## src/rtl/rw_lock_table_with_waiters_assert.svh

```systemverilog
// assertion macros for the lock table
// used by the top level only, needs a signal named clock and one named reset
`ifndef RW_LOCK_TABLE_WITH_WAITERS_ASSERT_SVH
`define RW_LOCK_TABLE_WITH_WAITERS_ASSERT_SVH

// condition implies consequence in the same cycle
`define RWLT_ASSERT_NOW(label, cond, cons) \
   label: assert property (@(posedge clock) disable iff (reset) (cond) |-> (cons)) \
      else $error("lock table check failed");

// condition implies consequence in the next cycle
`define RWLT_ASSERT_NEXT(label, cond, cons) \
   label: assert property (@(posedge clock) disable iff (reset) (cond) |=> (cons)) \
      else $error("lock table check failed");

`endif

```

## src/rtl/rwlt_pkg.sv

```systemverilog
// shared types and codes of the lock table
// no dependencies
`timescale 1ns / 1ps

package rwlt_pkg;

   localparam int ENTRIES_DEF     = 1024;
   localparam int WAIT_DEPTH_DEF  = 16;
   localparam int MAX_READERS_DEF = 254;

   localparam logic [2:0] ACT_ACQ_RD = 3'd0;
   localparam logic [2:0] ACT_ACQ_WR = 3'd1;
   localparam logic [2:0] ACT_REL_RD = 3'd2;
   localparam logic [2:0] ACT_REL_WR = 3'd3;
   localparam logic [2:0] ACT_CANCEL = 3'd4;

   localparam logic [2:0] K_GRANT    = 3'd0;
   localparam logic [2:0] K_QUEUED   = 3'd1;
   localparam logic [2:0] K_FULL     = 3'd2;
   localparam logic [2:0] K_RELEASED = 3'd3;
   localparam logic [2:0] K_CANCEL   = 3'd4;
   localparam logic [2:0] K_NONE     = 3'd5;
   localparam logic [2:0] K_BAD      = 3'd6;

   localparam logic [7:0] WORD_IDLE  = 8'd0;
   localparam logic [7:0] WORD_WRITE = 8'd255;

   typedef struct packed {
      logic [2:0] action;
      logic [9:0] entry;
      logic [7:0] requester;
      logic [7:0] slot;
      logic       mode;
      logic       bad;
   } cmd_type;

   typedef struct packed {
      logic [9:0] entry;
      logic [7:0] requester;
      logic [7:0] slot;
      logic       mode;
   } waiter_type;

   typedef struct packed {
      logic [2:0] kind;
      logic [9:0] entry;
      logic [7:0] requester;
      logic [7:0] slot;
      logic       mode;
   } res_type;

   // front to back handoff
   typedef struct packed {
      logic    avail;
      cmd_type head;
   } fq_type;

endpackage

```

## src/rtl/rwlt_front.sv

```systemverilog
// front part: accepts requests, classifies them, two deep queue to the back part
// depends on rwlt_pkg
`timescale 1ns / 1ps

module rwlt_front #(
   parameter int ENTRIES = rwlt_pkg::ENTRIES_DEF
) (
   input  logic             clock,
   input  logic             reset,
   input  logic             push,
   input  logic [2:0]       action,
   input  logic [9:0]       entry,
   input  logic [7:0]       requester,
   input  logic [7:0]       slot,
   input  logic [10:0]      entry_count,
   input  logic             pop,
   output logic             full,
   output rwlt_pkg::fq_type fq
);

   rwlt_pkg::cmd_type q_ff [2];
   rwlt_pkg::cmd_type q_in [2];
   rwlt_pkg::cmd_type cls;
   logic [1:0] cnt_ff, cnt_in, cnt_mid;

   always_comb begin
      cls.action    = action;
      cls.entry     = entry;
      cls.requester = requester;
      cls.slot      = slot;
      cls.mode      = (action < rwlt_pkg::ACT_CANCEL) ? action[0] : 1'b0;
      cls.bad       = (action > rwlt_pkg::ACT_CANCEL) || ({1'b0, entry} >= entry_count)
                      || (32'(entry) >= ENTRIES);
   end

   always_comb begin
      q_in    = q_ff;
      cnt_mid = cnt_ff;
      if (pop) begin
         q_in[0] = q_ff[1];
         cnt_mid = cnt_ff - 2'd1;
      end
      cnt_in = cnt_mid;
      if (push) begin
         q_in[cnt_mid[0]] = cls;
         cnt_in = cnt_mid + 2'd1;
      end
   end

   always_ff @(posedge clock) begin
      if (reset) begin
         cnt_ff <= 2'd0;
      end else begin
         cnt_ff <= cnt_in;
      end
      q_ff <= q_in;
   end

   assign full     = cnt_ff[1];
   assign fq.avail = (cnt_ff != 2'd0);
   assign fq.head  = q_ff[0];

endmodule

```

## config.mk

```make
export PLATFORM = sky130hd
export DESIGN_NAME = rwlt_front
export DESIGN_NICKNAME = d
export VERILOG_FILES = /design/src/rtl/rw_lock_table_with_waiters_assert.svh /design/src/rtl/rwlt_pkg.sv /design/src/rtl/rwlt_front.sv
export SDC_FILE = /design/constraint.sdc
export NUM_CORES = 1
export LEC_CHECK = 0
export BUFFER_PORTS_ARGS = -buffer_cell sky130_fd_sc_hd__buf_4
export CAP_MARGIN = 20
export CORE_MARGIN = 2
export CORE_UTILIZATION = 30
export DETAILED_ROUTE_END_ITERATION = 8
export GPL_ROUTABILITY_DRIVEN = 0
export HOLD_SLACK_MARGIN = 0.02
export SLEW_MARGIN = 20
export SYNTH_ARGS = -nofsm -noshare
export SYNTH_HDL_FRONTEND = slang
export SYNTH_SLANG_ARGS = --single-unit
export TNS_END_PERCENT = 100
```

## constraint.sdc

```tcl
create_clock -name clock -period 1.85 [get_ports clock]
set_input_delay 0.37 -clock clock [delete_from_list [all_inputs] [get_ports clock]]
set_output_delay 0.37 -clock clock [all_outputs]
set_load 0.01 [all_outputs]
```

**After elaboration in Yosys (flattened, before gate mapping)**

Cells that the tools add are included.

- Register bits after elaboration: 64
- Word-level logic and storage cells: 32
- Output and inout bits: 33
- Input bits: 44

- Muxes and demuxes: 8
- Reductions and logical operators: 3
- Bitwise gates (word level): 1
- $lt $le $gt $ge: 5
- Add/subtract/negate cells: 2

Operator list:

| kind | count |
|---|---|
| $bwmux W62 | 1 |
| $mux W31 | 2 |
| $mux W62 | 1 |
| $demux W31 S1 | 1 |
| $ge A10 B11 Y1 | 1 |
| $mux W2 | 2 |
| $gt A3 B3 Y1 const B | 1 |
| $lt A3 B3 Y1 const B | 1 |
| $add A2 B1 Y2 const B | 1 |
| $ge A2 B2 Y1 const B | 1 |
| $lt A2 B1 Y1 const B | 1 |
| $not A1 Y2 | 1 |
| $reduce_bool A2 Y1 | 1 |
| $sub A2 B1 Y2 const B | 1 |
| $logic_and A1 B1 Y1 | 1 |
| $logic_or A1 B1 Y1 | 1 |
| $mux W1 | 1 |

**Longest topological paths before layout**

Gate-level depths: netlist (run 1).

- Depth in word-level cells: 9
- Depth in mapped cells: 7
- Gate-level depth less buffers: 6

**Least setup slack after synthesis (run 1)**

OpenSTA, ideal clock, no wires.

- Path kind: in2reg
- From: input pop
- To: register with a tool-made name
- Slack: -0.129 ns
- Library setup time: 0.391 ns
- Path buffers: 1
- Arrival: 1.588 ns
- Required time: 1.459 ns
- Cell stages on the path: 4
- Cells stage by stage: buf_6 nor2b_1 or2_2 ha_1

RTL lines:

| item | RTL line | RTL |
|---|---|---|
| start: declaration | rwlt_front.sv:16 | `input logic pop,` |

==> results of run 1 <==
[layout make-up]
| type | count | area [um2] | share of cell area, % |
|---|---|---|---|
| sequential | 64 | 1592 | 44.85 |
| multi-input combinational | 134 | 912.1 | 25.71 |
| timing repair buffer | 82 | 640.6 | 18.05 |
| tap | 129 | 161.4 | 4.549 |
| clock buffer | 13 | 148.9 | 4.196 |
| inverter | 14 | 52.55 | 1.481 |
| clock inverter | 3 | 41.29 | 1.164 |
[power groups by stage]
stage                     sequential (W)  combinational (W)  clock (W)
after floorplan                  0.00174           0.000498          0
after global placement           0.00175           0.000670          0
after detailed placement         0.00176           0.000676          0
after CTS                        0.00173           0.000678    0.00122
after global routing             0.00174           0.000743    0.00128
final                            0.00173           0.000664    0.00116
[per-layer routing]
layer  up-vias  global-route usage (%)  share of wire, %
li1        944                       -                 -
met3         9                   3.899               6.3
met1       827                   13.62                46
met2        54                   17.11                46
met5         -                       0                 0
met4         0                   4.923               1.4
[metrics by stage]
stage                     area (um2)  power (W)  std cells  setup slack, ns  util, %
after floorplan                 2873   0.002239        254           0.1756        -
after global placement          3358   0.002424        423           0.1767    36.34
after detailed placement        3358   0.002435        423           0.1497    36.34
after CTS                       3548   0.003624        439           0.2993    38.40
after global routing            3548   0.003770        439           0.2060    38.40
final                           3548   0.003554        439           0.3034    38.40
[cells by family after synthesis]
kind of cell             count (synthesis)
AO/OA/AOI/OAI                           44
adder cells (fa/ha/maj)                 12
buffers and inverters                   56
flip-flops                              64
multiplexers                            31
AND/OR/NAND/NOR                         47
[worst max-delay path: stages, from the launching register on]
cell,delay (ns)
dfxtp_1,0.34
nor2b_1,0.16
or3b_2,0.50
buf_4,0.24
nor2_1,0.12
a21oi_1,0.05
[worst max path at each step]
stage,endpoint,slack [ns],cells after the start
after global routing,fq[11],0.21,5
final,fq[15],0.30,5
after global placement,fq[0],0.18,6
after CTS,fq[15],0.30,5
after floorplan,register,0.18,4
after detailed placement,fq[15],0.15,6
[cells in the mapped netlist (all sizes together)]
library cell   n
buf           40
a21oi         34
dfxtp         33
nor2          32
edfxtp        31
mux2i         31
inv           14
ha            12
nand2          6
nor2b          5
o21ai          4
clkbuf         2
o21a           2
a221o          1
a22o           1
a22oi          1
nand2b         1
nor4           1
o221ai         1
or2            1
or3b           1
==> results.py, run 1 <==
metrics = {
    "outcome": {
        "status": "finished clean",
    },
    "synthesis": {
        "synth_top_family_by_area": "buffers and inverters",
        "synth.top_cells.by_area": "edfxtp_1 (32%), dfxtp_1 (23%), mux2i_1 (11%), buf_4 (8.1%), a21oi_1 (5.9%)",
        "syn-num-nets": 310,
        "ys_ff_latch": 64,
        "yosys.area_share.adder_pct": 5.231,
        "yosysSeqAreaShare_pct": 55.45,
        "synth_compound_area_share_pct": 8.370,
        "synth_cells": 254,
        "synth-simple-area-share_pct": 7.280,
        "yosys.area.top_type": "edfxtp_1",
        "synth.distinct_cells": 24,
        "syn_area_per_cell_um2": 11.30,
        "synth-xor-area-share_pct": 0,
        "yosys_warnings": 0,
        "synth_top_area_share_pct": 32.43,
        "synth_area_mm2": 0.002870,
        "muxShareOfSynthArea_pct": 10.81,
    },
    "run": {
        "drv_cap": 0,
    },
    "route": {
        "drc": 0,
        "totalWireLength_um": 5380,
        "drt_iter0_markers": 43,
        "avgRoutedWirePerCell_um": 12.26,
        "vias": 1834,
        "final_antenna_net_count": 0,
        "firstDrtPassIters": 4,
        "via_per_inst": 4.178,
    },
    "timing": {
        "slew_violations": 0,
        "rsz0062_at_grt": "no",
        "period_share_pct": 83.60,
        "fin_crit_ns": 1.547,
        "worst_pin_slew_ns": 0.3591,
        "whs_ns": 0.1979,
        "fin_skew_ns": 0.007609,
        "slew_headroom_pct": 76.06,
        "final_hold_viol_count": 0,
        "setup-violations-final": 0,
        "fin_setup_tns_ns": 0,
        "max_freq_mhz": 646.6,
    },
    "layout": {
        "n_antenna_cell": 0,
        "drive_gt1_share_pct": 31.61,
        "fill_cells": 911,
        "finalNetCount": 361,
        "layout_commonest_cell": "buf_4",
        "final_cell_mix": "buf_4 (80), a21oi_1 (34), dfxtp_1 (33)",
        "area_growth_pct": 23.63,
    },
    "critical_path": {
        "r2r-start": "cnt_ff[0]",
        "start_kind": "register",
        "cp_max_fo": 26,
        "reg2reg_depth": 5,
        "crit_path_end_kind": "register",
        "r2r_slack_ns": 0.30,
        "crit_arrival_ns": 1.75,
        "worstSetupPathType": "reg2reg",
        "crit_start": "cnt_ff[0]",
        "r2r_end": "fq[15]",
        "cp.required_ns": 2.05,
    },
    "worst_hold_path": {
        "holdCritStartpoint": "reset",
        "hold_end": "cnt_ff[0]",
        "min_path_cells": 2,
        "hp-class": "in2reg",
    },
    "die": {
        "ios": 77,
        "die_y_um": 101.8,
        "core_area_mm2": 0.009240,
        "start_util_pct": 31.06,
        "std_cell_rows": 35,
        "die_area_mm2": 0.01037,
        "die_x_um": 101.8,
    },
    "clocking": {
        "cts_max_level": 3,
        "post_cts_buffers": 0,
        "cts_hold_buf": 0,
        "clkTransAtPathRegs_ns": 0.07,
        "clk_latency_ns": 0.33,
        "cts_made_buffers": 9,
        "clock-root-buffer": "clkbuf_8",
        "clock_path_buffers": 2,
        "cts_sinks": 64,
        "cts_tree": "done",
        "post_cts_resized": 0,
    },
    "power": {
        "p_sw_share_pct": 25.04,
        "peakVddDrop_mv": 0.2834,
        "clockPowerShare_pct": 32.8,
        "combPwrFrac_pct": 18.7,
        "p_leak_nw": 1.577,
        "sequentialPowerShare_pct": 48.6,
        "power_density_mw_per_mm2": 1002,
        "p_int_w": 0.002664,
        "p_switching_w": 0.0008901,
    },
    "placement": {
        "dp_hpwl_um": 3791,
        "io_buffers": 76,
    },
    "grt": {
        "grt_pass1_wl_um": 8521,
        "antenna_found_initial": 0,
        "grtUsageTotal_pct": 10.94,
        "overflow": 0,
        "grt_max_degree": 37,
        "grt_pass1_vias": 1730,
    },
}
Power figures use the tool's default switching activity.
==> run 2, diff against run 1 <==
==> constraint.sdc (replaced) <==
create_clock -name clock -period 1.4 [get_ports clock]
set_input_delay 0.28 -clock clock [delete_from_list [all_inputs] [get_ports clock]]
set_output_delay 0.28 -clock clock [all_outputs]
set_load 0.01 [all_outputs]
==> run 2 against run 1 <==
The run now ends with negative setup slack left. Clock skew is 0.0020 ns higher. First-iteration DRC count is 2.3% higher. Final area is 13% higher. Non-clock buffer count is 23 higher. Critical path depth stayed put. Power is 51% higher. Final cell count is 5.5% higher. Sequential power is 32% higher. Wire length is 20% higher. Die area stayed put. Combinational power is 63% higher. Register-to-register slack worse by 0.31 ns. Critical path type unchanged. Critical endpoint is now fq[22]. Largest power group unchanged. Highest routed layer unchanged.
==> results.py, run 2 (synthesized netlist as in run 1, its figures left out) <==
metrics = {
    "die": {
        "std_cell_rows": 35,
        "die_x_um": 101.8,
        "start_util_pct": 31.06,
        "die_y_um": 101.8,
        "core_area_mm2": 0.009240,
        "ios": 77,
        "die_area_mm2": 0.01037,
    },
    "outcome": {
        "failed_checks": "negative setup slack",
        "status": "complete, but fails checks",
    },
    "timing": {
        "rsz0062_at_grt": "yes",
        "slew_headroom_pct": 69.04,
        "max_freq_mhz": 713.1,
        "slew_violations": 0,
        "fin_crit_ns": 1.402,
        "setup-violations-final": 1,
        "final_hold_viol_count": 0,
        "fin_ws_ns": -0.002318,
        "fin_skew_ns": 0.009654,
        "whs_ns": 0.08842,
        "period_share_pct": 100.2,
        "worst_pin_slew_ns": 0.4645,
    },
    "layout": {
        "fill_cells": 901,
        "layout_commonest_cell": "buf_4",
        "final_cell_mix": "buf_4 (94), a21oi_1 (32), mux2i_1 (31), edfxtp_1 (31), dfxtp_1 (31)",
        "drive_gt1_share_pct": 45.81,
        "n_antenna_cell": 0,
        "finalNetCount": 385,
        "area_growth_pct": 39.58,
    },
    "grt": {
        "grt_pass1_wl_um": 8507,
        "grt_max_degree": 35,
        "overflow": 0,
        "grtUsageTotal_pct": 10.94,
        "antenna_found_initial": 0,
        "grt_pass1_vias": 1823,
    },
    "critical_path": {
        "start_kind": "register",
        "worstSetupPathType": "reg2reg",
        "cp.required_ns": 1.63,
        "crit_path_end_kind": "register",
        "crit_arrival_ns": 1.63,
        "cp_max_fo": 8,
        "reg2reg_depth": 5,
    },
    "route": {
        "firstDrtPassIters": 4,
        "avgRoutedWirePerCell_um": 13.93,
        "drt_iter0_markers": 44,
        "drc": 0,
        "vias": 1991,
        "final_antenna_net_count": 0,
        "via_per_inst": 4.300,
        "totalWireLength_um": 6448,
    },
    "power": {
        "peakVddDrop_mv": 0.5464,
        "power_density_mw_per_mm2": 1338,
        "p_leak_nw": 1.783,
    },
    "placement": {
        "io_buffers": 76,
        "dp_hpwl_um": 3670,
        "post-place-ws_ns": -0.2531,
    },
    "clocking": {
        "cts_tree": "done",
        "cts_made_buffers": 9,
        "clk_latency_ns": 0.34,
        "clock_path_buffers": 2,
        "clkTransAtPathRegs_ns": 0.07,
        "cts_hold_buf": 0,
        "cts_max_level": 3,
        "clock-root-buffer": "clkbuf_8",
        "cts_sinks": 64,
    },
    "worst_hold_path": {
        "min_path_cells": 2,
        "hp-class": "in2reg",
    },
    "run": {
        "drv_cap": 0,
    },
}
run 2: final cells by class:
cell class	instances	area, um2	share of cell area [%]
flip-flops and latches	64	1597	39.85
well taps	129	161.4	4.029
clock buffers	9	123.9	3.092
multi-input cells	135	1011	25.23
clock inverters	7	127.6	3.186
inverters	14	52.55	1.312
repair buffers	105	933.4	23.30
run 2: repair_timing:
action	in CTS	in global routing
buffers inserted	3	0
gates resized for setup	5	31
endpoints found under the setup margin	63	47
pin swaps	0	1
gates cloned	0	8
run 2: power by group:
| group | internal, W | switching [W] |
|---|---|---|
| clock | 0.00121 | 0.000791 |
| sequential | 0.00219 | 0.0000924 |
| combinational | 0.000597 | 0.000486 |
| total | 0.00399 | 0.00137 |
run 2: stage by stage:
| stage | total power (W) | setup TNS [ns] | util, % | instance area, um2 | instances |
|---|---|---|---|---|---|
| after global routing | 0.005637 | -0.7932 | 43.36 | 4006 | 463 |
| after floorplan | 0.002968 | -0.09984 | - | 2889 | 254 |
| after CTS | 0.005293 | 0 | 40.69 | 3760 | 455 |
| after global placement | 0.003227 | -9.253 | 37.37 | 3453 | 436 |
| after detailed placement | 0.003244 | -10.16 | 37.37 | 3453 | 436 |
| final | 0.005361 | -0.002318 | 43.36 | 4006 | 463 |
run 2: critical path: stages (launching register included):
cell and delay (ns):
dfxtp_4 0.36, nor2b_4 0.14, or3b_4 0.47, clkbuf_16 0.21, nor2_2 0.07, a21oi_1 0.04
run 2: layer usage:
metal  vias to the layer above  GRT usage, %  part of all wire (%)
li1                        998             -                     -
met1                       926         13.33                    44
met4                         0         4.308                   1.0
met5                         -             0                     0
met2                        61         17.11                    48
met3                         6         4.788                   6.7
run 2: path summary, 6_finish.rpt:
check / slack [ns] / start / endpoint
min reg2reg: 0.54 / fq[15] / fq[15]
max reg2reg: -0.002 / cnt_ff[0] / fq[22]
min: 0.09 / reset / cnt_ff[0]
max: -0.002 / cnt_ff[0] / fq[22]
